$ cat config.mk
export PLATFORM = sky130hd
export DESIGN_NAME = ttdf_front
export DESIGN_NICKNAME = d
export VERILOG_FILES = /design/src/ttdf_pkg.sv /design/src/ttdf_front.sv
export SDC_FILE = /design/constraint.sdc
export NUM_CORES = 1
export LEC_CHECK = 0
export BUFFER_PORTS_ARGS = -buffer_cell sky130_fd_sc_hd__buf_2
export CORE_UTILIZATION = 58
export CTS_CLUSTER_SIZE = 24
export DETAILED_ROUTE_END_ITERATION = 8
export PLACE_DENSITY = 0.86
export SLEW_MARGIN = 20
export SYNTH_ARGS = -nofsm -noshare
export SYNTH_HDL_FRONTEND = slang
export SYNTH_SLANG_ARGS = --single-unit
$ cat constraint.sdc
create_clock -name clk -period 10.88 [get_ports clk]
set_clock_uncertainty 0.1 [all_clocks]
set_input_delay 1.632 -clock clk [delete_from_list [all_inputs] [get_ports clk]]
set_output_delay 1.632 -clock clk [all_outputs]
set_load 0.1 [all_outputs]
$ cat src/ttdf_pkg.sv
//------------------------------------------------------------------------------
// ttdf_pkg: shared types and constants of the trigger timestamp filter
// Word layouts of both channels, the queued job word and the verdict codes.
//------------------------------------------------------------------------------
`default_nettype none

package ttdf_pkg;

  // Field widths fixed by the word formats.
  localparam int unsigned BOX_W    = 6;
  localparam int unsigned STAMP_W  = 27;
  localparam int unsigned SOURCE_W = 4;
  localparam int unsigned START_W  = 28;
  localparam int unsigned MARGIN_W = 16;
  localparam int unsigned CFG_W    = 28;
  localparam int unsigned CFG_IDX_W = 1;

  // Defaults for the top-level parameters.
  localparam int unsigned BOX_COUNT_DEF     = 32;
  localparam int unsigned HISTORY_DEPTH_DEF = 10;

  // Depth of the job queue between the front and back parts.
  localparam int unsigned QUEUE_DEPTH = 2;

  // Configuration register indexes.
  localparam logic [CFG_IDX_W-1:0] REG_START_TIME = 1'b0;
  localparam logic [CFG_IDX_W-1:0] REG_MARGIN     = 1'b1;

  // Configuration reset values.
  localparam logic signed [START_W-1:0] START_RESET  = -28'sd1;
  localparam logic [MARGIN_W-1:0]       MARGIN_RESET = 16'd10000;

  // Verdict codes.
  localparam logic [1:0] VERDICT_NEW    = 2'd0;
  localparam logic [1:0] VERDICT_FUTURE = 2'd1;
  localparam logic [1:0] VERDICT_DUP    = 2'd2;
  localparam logic [1:0] VERDICT_EARLY  = 2'd3;

  // Input word.
  typedef struct packed {
    logic [BOX_W-1:0]    box_id;
    logic [STAMP_W-1:0]  stamp_ms;
    logic [SOURCE_W-1:0] source_code;
    logic [STAMP_W-1:0]  now_ms;
  } in_word_t;

  // Result word.
  typedef struct packed {
    logic                forwarded;
    logic [1:0]          verdict;
    logic [BOX_W-1:0]    out_box;
    logic [STAMP_W-1:0]  out_stamp_ms;
    logic [SOURCE_W-1:0] out_source;
  } out_word_t;

  // Classified word handed from the front part to the back part.
  typedef struct packed {
    in_word_t word;
    logic     future;
    logic     box_ok;
  } job_t;

endpackage

`default_nettype wire

$ cat src/ttdf_front.sv
//------------------------------------------------------------------------------
// ttdf_front: input classification and job queue
// Flags each accepted word as from the future or with an unknown box and
// holds it in a short queue until the back part takes it.
//------------------------------------------------------------------------------
`default_nettype none

module ttdf_front #(
  parameter int unsigned BOX_COUNT = ttdf_pkg::BOX_COUNT_DEF
) (
  input  logic                             clk,
  input  logic                             rst_n,
  input  logic                             in_valid,
  output logic                             in_ready,
  input  ttdf_pkg::in_word_t               in_word,
  input  logic [ttdf_pkg::MARGIN_W-1:0]    future_margin_ms,
  output logic                             job_valid,
  output ttdf_pkg::job_t                   job,
  input  logic                             job_pop
);
  import ttdf_pkg::*;

  localparam int unsigned PtrW = (QUEUE_DEPTH > 1) ? $clog2(QUEUE_DEPTH) : 1;
  localparam int unsigned CntW = $clog2(QUEUE_DEPTH + 1);

  job_t            queue_r [QUEUE_DEPTH];
  logic [PtrW-1:0] wr_ptr_r, wr_ptr_nxt;
  logic [PtrW-1:0] rd_ptr_r, rd_ptr_nxt;
  logic [CntW-1:0] count_r, count_nxt;
  logic            push;
  logic [STAMP_W:0] limit;
  job_t            new_job;

  // Classify: margin check without midnight wrap, and box range check.
  always_comb begin
    limit          = {1'b0, in_word.now_ms} + (STAMP_W + 1)'(future_margin_ms);
    new_job.word   = in_word;
    new_job.future = ({1'b0, in_word.stamp_ms} > limit);
    new_job.box_ok = (in_word.box_id != '0) &&
                     (9'(in_word.box_id) <= 9'(BOX_COUNT));
  end

  assign in_ready  = (count_r != CntW'(QUEUE_DEPTH));
  assign push      = in_valid && in_ready;
  assign job_valid = (count_r != '0);
  assign job       = queue_r[rd_ptr_r];

  // Queue pointers and fill count.
  always_comb begin
    wr_ptr_nxt = wr_ptr_r;
    rd_ptr_nxt = rd_ptr_r;
    count_nxt  = count_r;
    if (push) begin
      wr_ptr_nxt = (wr_ptr_r == PtrW'(QUEUE_DEPTH - 1)) ? '0 : wr_ptr_r + 1'b1;
    end
    if (job_pop) begin
      rd_ptr_nxt = (rd_ptr_r == PtrW'(QUEUE_DEPTH - 1)) ? '0 : rd_ptr_r + 1'b1;
    end
    if (push && !job_pop) begin
      count_nxt = count_r + 1'b1;
    end else if (!push && job_pop) begin
      count_nxt = count_r - 1'b1;
    end
  end

  always_ff @(posedge clk) begin
    if (!rst_n) begin
      wr_ptr_r <= '0;
      rd_ptr_r <= '0;
      count_r  <= '0;
    end else begin
      wr_ptr_r <= wr_ptr_nxt;
      rd_ptr_r <= rd_ptr_nxt;
      count_r  <= count_nxt;
    end
  end

  // Queue storage.
  always_ff @(posedge clk) begin
    if (push) begin
      queue_r[wr_ptr_r] <= new_job;
    end
  end

endmodule

`default_nettype wire

# Yosys cells after proc, flatten, opt, wreduce, memory -nomap -nowiden
# Memory sizes are Yosys's and may differ from the RTL's. A register that Yosys moved wholly into a read port is not among the register bits.
# Index checks and enable logic that the tools add are counted.
# classes
reduce_logical	9
mux	8
addsub	5
eq_ne	1
magnitude_cmp	2
# ops
cell	n
$add 27x16->28	1
$gt 27x28->1	1
$le 6x6->1 const B	1
$mux 1	6
$reduce_bool 6->1	1
$logic_and 1x1->1	4
$mux 2	2
$reduce_bool 2->1	2
$add 1x1->1 const B	2
$add 2x1->2 const B	1
$logic_not 1->1	2
$ne 2x2->1 const B	1
$sub 2x1->2 const B	1
# totals
in_bits	84
reg_bits	4
output_inout_bits	68
ram_bits	132
mem_count	1
# mem_list
name	depth	width	rd	rd_ports_with_merged_regs	wr	line	source
queue_r	2	66	1	1	1	ttdf_front.sv:26	job_t queue_r [QUEUE_DEPTH];

# Longest topological paths before layout
# Gate-level depths: netlist (run 1).
# depth
word_depth	6
depth_mapped	15
depth_no_buf	15

# Worst setup path after synthesis (run 1)
# OpenSTA, ideal clock, no wires.
# synth_timing
path_kind	in2reg
start	input in_valid
end	memory queue_r[0][0] (netlist name) (enable)
path_slack_ns	5.755
n_path_buf	0
arrival_time_ns	4.533
cell_stages	2
setup_time_ns	0.492
cell_sequence	nand2_1 > nor2_1
# synth_between
elab_chain_len	3
# synth_lines
item	line	source
start, declared	ttdf_front.sv:13	input logic in_valid,
$logic_and 1x1->1	ttdf_front.sv:44	assign push = in_valid && in_ready;
$mux 1	ttdf_front.sv:80	if (push) begin
$mux 1 (implied by the code)	ttdf_front.sv:81	queue_r[wr_ptr_r] <= new_job;
end, declared	ttdf_front.sv:26	
# Every way passes these cells.

==> results of run 1 <==
[path summary, 6_finish.rpt]
check | start | end | slack [ns] | cells after the start
setup / recovery | in_word[0] | queue_r[1][1]$_DFFE_PP_ | 5.59 | 16
hold / removal | count_r[1]$_SDFFE_PN0P_ | count_r[1]$_SDFFE_PN0P_ | 0.41 | 2
setup reg to reg | count_r[0]$_SDFFE_PN0P_ | queue_r[0][20]$_DFFE_PP_ | 8.52 | 4
hold reg to reg | count_r[1]$_SDFFE_PN0P_ | count_r[1]$_SDFFE_PN0P_ | 0.41 | 2
[through the flow]
stage	utilization, %	cell area (um^2)	total power, uW	hold slack (ns)
after floorplan	-	6630	1110	0.373
after CTS	73.8	8100	1740	0.414
after global placement	68.7	7550	1200	0.382
after global routing	73.8	8100	1800	0.446
after detailed placement	68.7	7550	1210	0.408
final	73.8	8100	1730	0.410
[registers in the layout (all words and copies together) (netlist names), named ones only]
name / flops
rd_ptr_r: 1
wr_ptr_r: 1
count_r: 2
queue_r: 132
[metal layers]
| metal | track usage (%) | wire length (um) |
|---|---|---|
| met3 | 8.01 | 944 |
| met4 | 7.05 | 244 |
| met1 | 26.7 | 5470 |
| met2 | 43.7 | 7260 |
| met5 | 0 | 0 |
[logic make-up (layout without fill, tap and decap cells)]
logic type,Yosys count,count (layout)
xor+xnor,26,26
flops,137,137
fa+ha+maj,45,45
simple gates,86,86
mux,66,66
compound gates,77,77
buf+inv,17,193
[final cells by class]
class	instances	area [um^2]	share of cell area [%]
Inverter	7	26.3	0.324
Timing Repair Buffer	154	778	9.61
Sequential cell	137	4070	50.2
Clock buffer	18	429	5.30
Multi-Input combinational cell	300	2500	30.9
Tap cell	140	175	2.16
Clock inverter	14	124	1.53
[cell usage in the layout (no fill, tap or decap), drive strengths merged, types with 2 or more instances in the layout]
cell,synthesis,final
clkinv,0,7
nor2,22,22
nand3,13,13
inv,7,10
xnor2,15,15
o21a,5,5
nand4,5,5
buf,4,154
a211o,2,2
clkbuf,6,18
edfxtp,132,132
nand2b,3,3
dfxtp,5,5
o221ai,2,2
a21oi,24,24
mux2,66,66
or3,3,3
o21ai,16,16
ha,44,44
and3,5,5
o21bai,2,2
nor3,6,6
a211oi,8,8
o311ai,2,2
and2,6,6
nand2,18,18
clkinvlp,0,3
a21o,8,8
nor4,2,2
a31oi,2,2
o211ai,2,2
xor2,11,11
[power by group through the flow]
stage | logic [uW] | registers, uW | clock network (uW)
global route | 577 | 657 | 561
global placement | 539 | 660 | 0
floorplan | 452 | 663 | 0
detailed placement | 549 | 665 | 0
finish | 550 | 653 | 531
CTS | 553 | 654 | 538
[tightest hold or removal path, cell delays in order (launching register included)]
cell and delay, ns:
dfxtp_1 0.33, o21ai_0 0.07, a21boi_0 0.07
==> impl_summary.log, run 1 <==
INFO  metric grt_pass1_wl = 21.3 mm
INFO  metric post_synth_fa_ha_maj_area_fraction = 8.61%
INFO  metric post-route-period-util = 48.6%
INFO  metric ys.warnings.count = 0
INFO  metric antenna-diode-count = 0
INFO  metric power.ir.vdd_worst = 0.123 mV
INFO  metric post_synth_net_total = 583
INFO  metric p_int = 1080 uW
INFO  metric drt_pre_antenna_iters = 5
INFO  metric synth-async-reset-ratio = 0%
INFO  metric synth_most_common_cell = edfxtp_1
INFO  metric post_drt_via_cell_ratio = 5.75
INFO  metric first_global_vias = 4552
INFO  metric cell_chosen_for_the_clock_root = clkbuf_16
INFO  metric routed_wl = 13.9 mm
INFO  metric cp_data_arrival_time = 5.34 ns
INFO  metric drc = 0
INFO  metric synth_edf_count = 132
INFO  metric finalSetupTns = 0 ns
INFO  metric clock_tree.buffer_depth = 2
INFO  metric netlist_top_cells_area = edfxtp_1 (60%), mux2_2 (11%), ha_1 (8.3%)
INFO  metric number_of_antenna_violations_at_the_first_check_in_global_routing = 0
INFO  metric status = finished clean
INFO  metric place_inst = 738
INFO  metric clkTransAtPathRegs = 0.06 ns
INFO  metric yosys-top-cells-count = edfxtp_1 (132), mux2_2 (66), ha_1 (44), a21oi_1 (22), nor2_1 (21)
INFO  metric timing.critical_path.buf_inv = 1
INFO  metric cell_type_with_the_largest_total_area_after_synthesis = edfxtp_1
INFO  metric cts_inserted_buffers = 17
INFO  metric achievable-frequency = 0.189 GHz
INFO  metric wl_per_cell = 18.1 um
INFO  metric seq_power_share = 37.7%
INFO  metric finalSetupViolations = 0
INFO  metric floorplan.die_area = 0.0119 mm^2
INFO  metric hold_class = flip-flop to flip-flop
INFO  metric leakage_power = 0.00318 uW
INFO  metric clock_power_share = 30.6%
INFO  metric gp_congestion = 0.820
INFO  metric final-instance-count-excl-fill = 770
INFO  metric layout-drive-gt1-share = 41.9%
INFO  metric finalHoldViolations = 0
INFO  metric power.share.combinational = 31.7%
INFO  metric postSynthAreaPerCell = 14.6 um^2
INFO  metric die_y = 109 um
INFO  metric core.rowCount = 38
INFO  metric core_region_area = 0.0110 mm^2
INFO  metric crit_fanout = 6
INFO  metric num-nets-final = 746
INFO  metric timing.critical_path.slowest_cell_delay = 0.46 ns
INFO  metric detailedRoute.firstIterationViolations = 225
INFO  metric worst-setup-path-type = input pin to flip-flop
INFO  metric cts_hold_buffers = 0
INFO  metric buffer_ports.inserted = 151
INFO  metric clock_sinks = 137
INFO  metric slew_at_the_pin_closest_to_its_max_slew_limit = 0.870 ns
INFO  metric rsz0062_at_grt = no
INFO  metric cts_post_setup_buffers_inserted = 0
INFO  metric postSynthRegisterBits = 137
INFO  metric fillerInstances = 702
INFO  metric clock_tree_from_tritoncts = done
INFO  metric switching_share = 37.9%
INFO  metric post-synth-top-area-fraction = 59.8%
INFO  metric cp_slowest_cell = fa_1
INFO  metric die-width = 109 um
INFO  metric worstPathRequired = 10.93 ns
INFO  metric mappedNetlistArea = 0.00663 mm^2
INFO  metric maxCapViolCount = 0
INFO  metric post_synth_simple_gate_area = 6.42%
INFO  metric slew_headroom = 42.0%
INFO  metric postSynthCellCount = 454
INFO  metric setup.worst_path.end_class = flip-flop
INFO  metric vias = 4425
INFO  metric crit_chain = buf_2 > ha_1 > fa_1 > a211oi_1 > o211ai_1 > and2_4 > o21ai_2 > nor2_1 > xnor2_1 > ha_1 > nand3_1 > or3_4 > or3_1 > nor3_1 > a41o_2 > nor2_1
INFO  metric area_delta_synth_final = 22.2%
INFO  metric combinational_family_with_the_most_area_after_synthesis = multiplexers
INFO  metric pre_cts_ws = 5.31 ns
INFO  metric synth_compound_gate_area_share = 7.95%
INFO  metric grt.total_usage = 24.1%
INFO  metric start_util = 60.3%
INFO  metric yosysSeqAreaShare = 61.3%
INFO  metric netlist-cell-type-count = 46
INFO  metric finalWorstSetupSlack = 5.59 ns
INFO  metric layout_min_cycle_time = 5.29 ns
INFO  metric slew_violations = 0
INFO  metric grt.overflow.total = 0
INFO  metric pwr_density_cell = 214 mW/mm^2
INFO  metric top_delay_family_on_crit_path = simple AND/OR/NAND/NOR gates
INFO  metric setup.worst_path.start_class = input pin
INFO  metric ys.flop_type = edfxtp_1
INFO  metric synth_xor_area_share = 3.44%
INFO  metric hpwlAfterDp = 9.77 mm
INFO  metric htree_levels = 4
INFO  metric yosys-mux-area-fraction = 11.2%
INFO  metric grt_start_max_net_pins = 67
INFO  metric clock_insertion_delay_worst_skew = 0.41 ns
INFO  metric post_cts_resize_count = 0
INFO  metric design.portCount = 152
INFO  metric switchingPower = 657 uW
INFO  metric ant_nets = 0
Note: power is estimated with default switching activity, not from simulation.
==> run 2: changes to the inputs <==
--- a/config.mk
+++ b/config.mk
@@ -5,11 +5,12 @@
 export SDC_FILE = /design/constraint.sdc
 export NUM_CORES = 1
 export LEC_CHECK = 0
+export ABC_AREA = 1
 export BUFFER_PORTS_ARGS = -buffer_cell sky130_fd_sc_hd__buf_2
-export CORE_UTILIZATION = 58
+export CORE_UTILIZATION = 50
 export CTS_CLUSTER_SIZE = 24
 export DETAILED_ROUTE_END_ITERATION = 8
-export PLACE_DENSITY = 0.86
+export PLACE_DENSITY = 0.78
 export SLEW_MARGIN = 20
 export SYNTH_ARGS = -nofsm -noshare
 export SYNTH_HDL_FRONTEND = slang
==> constraint.sdc (replaced) <==
create_clock -name clk -period 4.35 [get_ports clk]
set_clock_uncertainty 0.1 [all_clocks]
set_input_delay 0.6525 -clock clk [delete_from_list [all_inputs] [get_ports clk]]
set_output_delay 0.6525 -clock clk [all_outputs]
set_load 0.1 [all_outputs]
==> run 2 against run 1 <==
Total power rose by 150%; core utilization fell by 9.8 points; global-route usage shrank 2.6 points; highest routed layer is now met5; sequential cell count unchanged; die area up 21%; design area rose by 5.9%; synthesized area grew 5.0%; worst hold slack got worse by 0.078 ns; via count is 7.0% higher; final cell count grew 18%.
==> impl_summary.log, run 2 <==
INFO  metric start_util = 51.9% (-8.4 points)
INFO  metric netlist_top_cells_area = edfxtp_1 (57%), mux2_2 (11%), ha_1 (7.9%)
INFO  metric cts_inserted_buffers = 17 (unchanged)
INFO  metric combinational_family_with_the_most_area_after_synthesis = simple AND/OR/NAND/NOR gates
INFO  metric finalHoldViolations = 0 (unchanged)
INFO  metric post_synth_simple_gate_area = 13.3% (+6.8 points)
INFO  metric first_global_vias = 4823 (+6.0%)
INFO  metric pwr_density_cell = 502 mW/mm^2 (+130%)
INFO  metric clock_tree.buffer_depth = 2 (unchanged)
INFO  metric largest-register = queue_r
INFO  metric layout-drive-gt1-share = 39.4% (-2.5 points)
INFO  metric largest_reg_flops = 132 (unchanged)
INFO  metric clock_tree_from_tritoncts = done
INFO  metric synth-async-reset-ratio = 0% (unchanged)
INFO  metric clock_insertion_delay_worst_skew = 0.42 ns (about the same)
INFO  metric yosys-mux-area-fraction = 10.7% (-0.54 points)
INFO  metric status = finished clean
INFO  metric layout_top_registers = queue_r: 132 flops, count_r: 2 flops
INFO  metric num-nets-final = 853 (+14%)
INFO  metric post_synth_fa_ha_maj_area_fraction = 8.20% (-0.41 points)
INFO  metric final_cell_mix = buf_2 (151), edfxtp_1 (132), nand2_1 (94)
INFO  metric grt_start_max_net_pins = 67 (unchanged)
INFO  metric post_synth_net_total = 688 (+18%)
INFO  metric drc = 0 (unchanged)
INFO  metric postSynthCellCount = 559 (+23%)
INFO  metric hold_class = input pin to flip-flop
INFO  metric mappedNetlistArea = 0.00696 mm^2 (+5.0%)
INFO  metric number_of_antenna_violations_at_the_first_check_in_global_routing = 1 (+1)
INFO  metric reg2regPathDepth = 5 (+1)
INFO  metric ys.flop_type = edfxtp_1
INFO  metric final-instance-count-excl-fill = 912 (+18%)
INFO  metric drt_pre_antenna_iters = 4 (-1)
INFO  metric area_delta_synth_final = 23.2%
INFO  metric vias = 4734 (+7.0%)
INFO  metric crit_fanout = 3 (-3)
INFO  metric maxCapViolCount = 0 (unchanged)
INFO  metric core.rowCount = 42 (+11%)
INFO  metric rsz0062_at_grt = no
INFO  metric netlist-cell-type-count = 37 (-20%)
INFO  metric achievable-frequency = 0.320 GHz
INFO  metric crit_chain = buf_2 > ha_1 > fa_1 > nand3_1 > nand3_2 > nand3_2 > nand2_2 > nand3_2 > nand2_2 > xnor2_1 > ha_1 > nand2_1 > nor2_1 > nand4_1 > nor2_1 > nand2_1 > nand3_1 > nand2_1 > nor2_1
INFO  metric floorplan.die_area = 0.0144 mm^2 (+21%)
INFO  metric synth_most_common_cell = edfxtp_1
INFO  metric wl_per_cell = 16.1 um (-11%)
INFO  metric finalWorstSetupSlack = 1.23 ns (-4.36 ns)
INFO  metric timing.hold.worst_path_depth = 1 (-1)
INFO  metric buffer_ports.inserted = 151 (unchanged)
INFO  metric die_y = 120 um (+10%)
INFO  metric hpwlAfterDp = 10.8 mm (+10%)
INFO  metric slew_violations = 0 (unchanged)
INFO  metric cts_post_setup_buffers_inserted = 0 (unchanged)
INFO  metric die-width = 120 um (+10%)
INFO  metric ant_nets = 0 (unchanged)
INFO  metric htree_levels = 4 (unchanged)
INFO  metric gp_congestion = 0.880 (+7.3%)
INFO  metric setup.worst_path.start_class = input pin
INFO  metric place_inst = 881 (+19%)
INFO  metric finalSetupViolations = 0 (unchanged)
INFO  metric yosys-top-cells-count = edfxtp_1 (132), nand2_1 (94), mux2_2 (66), inv_1 (45), ha_1 (44)
INFO  metric slew_headroom = 38.1% (-3.9 points)
INFO  metric power.ir.vdd_worst = 0.268 mV (+120%)
INFO  metric yosysSeqAreaShare = 58.4% (-2.9 points)
INFO  metric grt.overflow.total = 0 (unchanged)
INFO  metric layout_min_cycle_time = 3.12 ns
INFO  metric multiInputGateArea = 0.00270 mm^2 (+8.0%)
INFO  metric clkTransAtPathRegs = 0.05 ns (about the same)
INFO  metric detailedRoute.firstIterationViolations = 329 (+46%)
INFO  metric sequential_cell_area = 0.00407 mm^2 (about the same)
INFO  metric cell_chosen_for_the_clock_root = clkbuf_16
INFO  metric synth_compound_gate_area_share = 3.97% (-4.0 points)
INFO  metric worstPathRequired = 4.51 ns (-6.42 ns)
INFO  metric slew_at_the_pin_closest_to_its_max_slew_limit = 0.927 ns (+0.0567 ns)
INFO  metric leakage_power = 0.00364 uW (+14%)
INFO  metric grt_pass1_wl = 23.2 mm (+8.9%)
INFO  metric cp_slowest_cell = fa_1
INFO  metric routed_wl = 14.7 mm (+5.4%)
INFO  metric grt.total_usage = 21.5% (-2.6 points)
INFO  metric core_region_area = 0.0134 mm^2 (+22%)
INFO  metric post-synth-top-area-fraction = 56.9% (-2.9 points)
INFO  metric final_common_cell = buf_2
INFO  metric post_cts_resize_count = 0 (unchanged)
INFO  metric setup.worst_path.end_class = flip-flop
INFO  metric clock_sinks = 137 (unchanged)
INFO  metric cell_type_with_the_largest_total_area_after_synthesis = edfxtp_1
INFO  metric postSynthRegisterBits = 137 (unchanged)
INFO  metric worst-setup-path-type = input pin to flip-flop
INFO  metric synth_edf_count = 132 (unchanged)
INFO  metric cts_hold_buffers = 0 (unchanged)
INFO  metric post_drt_via_cell_ratio = 5.19 (-9.7%)
INFO  metric synth_xor_area_share = 2.52% (-0.92 points)
INFO  metric ys.warnings.count = 0 (unchanged)
INFO  metric timing.critical_path.slowest_cell_delay = 0.44 ns (-0.02 ns)
INFO  metric fillerInstances = 1055 (+50%)
INFO  metric antenna-diode-count = 0 (unchanged)
INFO  metric post-route-period-util = 71.8%
INFO  metric cp_data_arrival_time = 3.28 ns (-2.06 ns)
INFO  metric postSynthAreaPerCell = 12.5 um^2 (-15%)
INFO  metric pre_cts_ws = 0.833 ns (-4.48 ns)
INFO  metric power = 4310 uW (+150%)
INFO  metric design.portCount = 152 (unchanged)
## run 2: cell count changes after synthesis, sizes merged, moves of 4 or more
| cell | change |
|---|---|
| xor2 | -5 |
| nor2 | +13 |
| nand2 | +93 |
| and2 | -4 |
| o21a | -4 |
| a211oi | -8 |
| a21oi | +4 |
| and3 | -4 |
| clkbuf | -6 |
| inv | +39 |
| nand3 | +9 |
| a21o | -5 |
## run 2: path summary, 6_finish.rpt
check                           from                       end  slack, ns
max                       in_word[0]   queue_r[1][1]$_DFFE_PP_       1.23
max reg2reg  count_r[0]$_SDFFE_PN0P_   queue_r[1][1]$_DFFE_PP_       2.24
min reg2reg    rd_ptr_r$_SDFFE_PN0P_                 flip-flop       0.40
min                      in_word[28]  queue_r[0][30]$_DFFE_PP_       0.33
## run 2: area by class of cell
class / count / area share [%]
flip-flops and latches: 137 / 47.4
multi-input cells: 369 / 31.5
repair buffers: 153 / 9.13
clock buffers: 17 / 4.96
well taps: 176 / 2.57
clock inverters: 14 / 2.36
inverters: 46 / 2.01
## run 2: critical path: cells and delay by family
kind / cells / cell delay [ns]
xor+xnor: 1 / 0.14
fa+ha+maj: 3 / 0.98
buf+inv: 1 / 0.12
simple gates: 14 / 1.39
## run 2: per-stage QoR
stage / hold slack (ns) / TNS (ns) / cell area [um^2] / utilization, %
after floorplan: 0.358 / -37.96 / 6960 / -
after detailed placement: 0.387 / 0 / 7950 / 59.3
after global routing: 0.318 / 0 / 8580 / 64.0
after CTS: 0.309 / 0 / 8580 / 64.0
final: 0.332 / 0 / 8580 / 64.0
after global placement: 0.368 / 0 / 7950 / 59.3
## run 2: cell families after synthesis
logic type / Yosys count
buffers and inverters: 53
DFF: 137
muxes: 66
AOI/OAI and AO/OA: 48
adders and majority gates: 45
xor gates and xnor gates: 20
and+or+nand+nor: 190
## run 2: routing by layer
layer	up-vias	global-route usage, %	share of wire (%)
met5	-	0	0.082
met4	2	9.14	1.9
met3	22	5.23	5.5
met2	151	36.9	49
met1	2243	25.7	44
li1	2316	-	-
## run 2: report_power, final
part           internal [uW]  switching (uW)  leakage (uW)
Combinational            267             893       0.00207
Sequential              1570            40.4       0.00127
Clock                   1010             526      0.000298
Total                   2850            1460       0.00364
==> run 3: changes to the inputs <==
--- a/config.mk
+++ b/config.mk
@@ -7,10 +7,10 @@
 export LEC_CHECK = 0
 export ABC_AREA = 1
 export BUFFER_PORTS_ARGS = -buffer_cell sky130_fd_sc_hd__buf_2
-export CORE_UTILIZATION = 50
+export CORE_UTILIZATION = 55
 export CTS_CLUSTER_SIZE = 24
 export DETAILED_ROUTE_END_ITERATION = 8
-export PLACE_DENSITY = 0.78
+export PLACE_DENSITY = 0.82
 export SLEW_MARGIN = 20
 export SYNTH_ARGS = -nofsm -noshare
 export SYNTH_HDL_FRONTEND = slang
==> constraint.sdc (replaced) <==
create_clock -name clk -period 2.92 [get_ports clk]
set_clock_uncertainty 0.1 [all_clocks]
set_input_delay 0.438 -clock clk [delete_from_list [all_inputs] [get_ports clk]]
set_output_delay 0.438 -clock clk [all_outputs]
set_load 0.1 [all_outputs]
==> run 3 against run 2 <==
Die area is 8.9% lower; sequential share of layout area decreased by 2.1 points; global-route usage is 2.2 points higher; highest routed layer is now met4.
==> impl_summary.log, run 3 (same netlist as run 2, synthesis figures left out) <==
INFO  metric leakage_power = 0.00387 uW (+6.4%)
INFO  metric crit_chain = buf_2 > ha_1 > a21oi_1 > o21ai_1 > a21oi_1 > nand3_2 > xnor2_1 > ha_1 > nand2_1 > nor2_1 > nand4_1 > nor2_2 > nand3_1 > nand2_1 > nor2_1
INFO  metric core.rowCount = 40 (-4.8%)
INFO  metric finalHoldViolations = 0 (unchanged)
INFO  metric hpwlAfterDp = 11.2 mm (+4.1%)
INFO  metric seq_power_share = 38.5% (+1.0 points)
INFO  metric power.ir.vdd_worst = 0.556 mV (+110%)
INFO  metric clock_power_share = 31.3% (-4.3 points)
INFO  metric final.hold.worst_slack = 0.121 ns (-0.211 ns)
INFO  metric grt_pass1_wl = 23.3 mm (+0.62%)
INFO  metric design.portCount = 152 (unchanged)
INFO  metric post_dp_cell_area = 0.00834 mm^2 (+4.9%)
INFO  metric clock_sinks = 137 (unchanged)
INFO  metric layout_min_cycle_time = 2.72 ns
INFO  metric timing.critical_path.slowest_cell_delay = 0.34 ns (-0.10 ns)
INFO  metric grt_start_max_net_pins = 67 (unchanged)
INFO  metric first_global_vias = 4982 (+3.3%)
INFO  metric routed_wl = 14.8 mm (+1.0%)
INFO  metric setup.worst_path.end_class = flip-flop
INFO  metric largest-register = queue_r
INFO  metric layout-drive-gt1-share = 44.6% (+5.2 points)
INFO  metric power = 6180 uW (+43%)
INFO  metric die_y = 114 um (-4.6%)
INFO  metric timing.critical_path.buf_inv = 1 (unchanged)
INFO  metric htree_levels = 4 (unchanged)
INFO  metric floorplan.die_area = 0.0131 mm^2 (-8.9%)
INFO  metric pwr_density_cell = 689 mW/mm^2 (+37%)
INFO  metric layout.cell_area.non_filler = 0.00897 mm^2 (+4.6%)
INFO  metric rsz0062_at_grt = no
INFO  metric slew_at_the_pin_closest_to_its_max_slew_limit = 0.523 ns (-0.404 ns)
INFO  metric p_int = 4050 uW (+42%)
INFO  metric clock_tree_from_tritoncts = done
INFO  metric final-instance-count-excl-fill = 960 (+5.3%)
INFO  metric drt_pre_antenna_iters = 4 (unchanged)
INFO  metric grt.total_usage = 23.7% (+2.2 points)
INFO  metric cts_hold_buffers = 0 (unchanged)
INFO  metric cell_chosen_for_the_clock_root = clkbuf_16
INFO  metric worst-setup-path-type = input pin to flip-flop
INFO  metric maxCapViolCount = 0 (unchanged)
INFO  metric switchingPower = 2130 uW (+46%)
INFO  metric number_of_antenna_violations_at_the_first_check_in_global_routing = 0 (-1)
INFO  metric cts_inserted_buffers = 17 (unchanged)
INFO  metric core_region_area = 0.0122 mm^2 (-9.2%)
INFO  metric antenna-diode-count = 0 (unchanged)
INFO  metric cp_slowest_cell = ha_1
INFO  metric clkTransAtPathRegs = 0.05 ns (about the same)
INFO  metric vias = 4918 (+3.9%)
INFO  metric cp_data_arrival_time = 2.78 ns (-0.50 ns)
INFO  metric start_util = 57.2% (+5.3 points)
INFO  metric buffer_ports.inserted = 151 (unchanged)
INFO  metric area_delta_synth_final = 28.9%
INFO  metric crit_fanout = 4 (+1)
INFO  metric grt.overflow.total = 0 (unchanged)
INFO  metric setup.worst_path.start_class = input pin
INFO  metric power.share.combinational = 30.2% (+3.2 points)
INFO  metric finalSetupViolations = 0 (unchanged)
INFO  metric status = finished clean
INFO  metric clock_insertion_delay_worst_skew = 0.41 ns (about the same)
INFO  metric fillerInstances = 834 (-21%)
INFO  metric switching_share = 34.4% (+0.51 points)
INFO  metric post_drt_via_cell_ratio = 5.12 (-1.3%)
INFO  metric layout_top_registers = queue_r: 132 flops, count_r: 2 flops
INFO  metric drc = 0 (unchanged)
INFO  metric top_delay_family_on_crit_path = simple AND/OR/NAND/NOR gates
INFO  metric hold_class = input pin to flip-flop
INFO  metric die-width = 114 um (-4.6%)
INFO  metric detailedRoute.firstIterationViolations = 204 (-38%)
INFO  metric final_common_cell = buf_2
INFO  metric largest_reg_flops = 132 (unchanged)
INFO  metric achievable-frequency = 0.368 GHz
INFO  metric clock_tree.buffer_depth = 2 (unchanged)
INFO  metric gp_congestion = 0.888 (+0.93%)
INFO  metric num-nets-final = 908 (+6.4%)
INFO  metric wl_per_cell = 15.4 um (-4.0%)
INFO  metric worstPathRequired = 2.98 ns (-1.53 ns)
INFO  metric slew_headroom = 65.2% (+27 points)
INFO  metric timing.hold.worst_path_depth = 1 (unchanged)
INFO  metric ant_nets = 0 (unchanged)
INFO  metric reg2regPathDepth = 9 (+4)
INFO  metric final_cell_mix = buf_2 (151), edfxtp_1 (132), nand2_1 (93)
INFO  metric post-route-period-util = 93.1%
INFO  metric crit_cells = 15 (-4)
INFO  metric slew_violations = 0 (unchanged)
INFO  metric place_inst = 927 (+5.2%)
## run 3: changes by cell type in the layout (fill, tap and decap cells not counted), sizes merged
cell,change
buf,+55
clkbuf,+12
bufinv,-4
clkinvlp,-3
clkinv,-3
inv,-1
## run 3: power groups by stage
stage | registers, uW | logic [uW] | clock network, uW
after detailed placement | 2420 | 1840 | 0
after global routing | 2390 | 1980 | 2040
after CTS | 2380 | 1850 | 1960
final | 2380 | 1870 | 1930
after global placement | 2410 | 1820 | 0
after floorplan | 2410 | 1420 | 0
## run 3: layout make-up
| cell class | instances | area (um^2) | share of cell area (%) |
|---|---|---|---|
| inverters | 46 | 173 | 1.92 |
| clock buffers | 29 | 490 | 5.47 |
| multi-input cells | 369 | 2790 | 31.1 |
| clock inverters | 3 | 43.8 | 0.488 |
| repair buffers | 208 | 1200 | 13.3 |
| well taps | 168 | 210 | 2.34 |
| flip-flops and latches | 137 | 4070 | 45.3 |
## run 3: worst reg2reg max path: stages, from the launching register on
cell	delay, ns
dfxtp_1	0.30
inv_1	0.12
nand2_1	0.08
nand2_1	0.19
inv_1	0.08
ha_1	0.30
a21oi_1	0.12
o21ai_0	0.12
o21ai_0	0.17
a21oi_1	0.06
## run 3: repair_timing
action / CTS / global route
setup buffers: 0 / 1
setup endpoints to repair: 0 / 2
gates resized for setup: 0 / 15
## run 3: per-layer routing
layer | GRT usage (%) | share of wire [%] | up-vias
met5 | 0 | 0 | -
met4 | 6.58 | 0.69 | 0
met3 | 6.93 | 5.8 | 9
met2 | 41.5 | 50 | 130
met1 | 28.6 | 43 | 2341
li1 | - | - | 2438
## run 3: final timing paths
path / startpoint / end / slack (ns)
worst max-delay path: in_word[13] / queue_r[0][1]$_DFFE_PP_ / 0.20
worst min register to register: count_r[1]$_SDFFE_PN0P_ / count_r[1]$_SDFFE_PN0P_ / 0.39
worst max register to register: count_r[0]$_SDFFE_PN0P_ / count_r[1]$_SDFFE_PN0P_ / 1.16
worst min-delay path: in_word[27] / queue_r[1][29]$_DFFE_PP_ / 0.12
## run 3: per-stage QoR
stage | util (%) | setup WS [ns] | TNS (ns)
detailed placement | 68.6 | -0.264 | -0.529
global placement | 68.6 | -0.200 | -0.400
floorplan | - | -0.664 | -86.96
CTS | 73.0 | 0.165 | 0
finish | 73.8 | 0.202 | 0
global route | 73.8 | 0.00000155 | 0
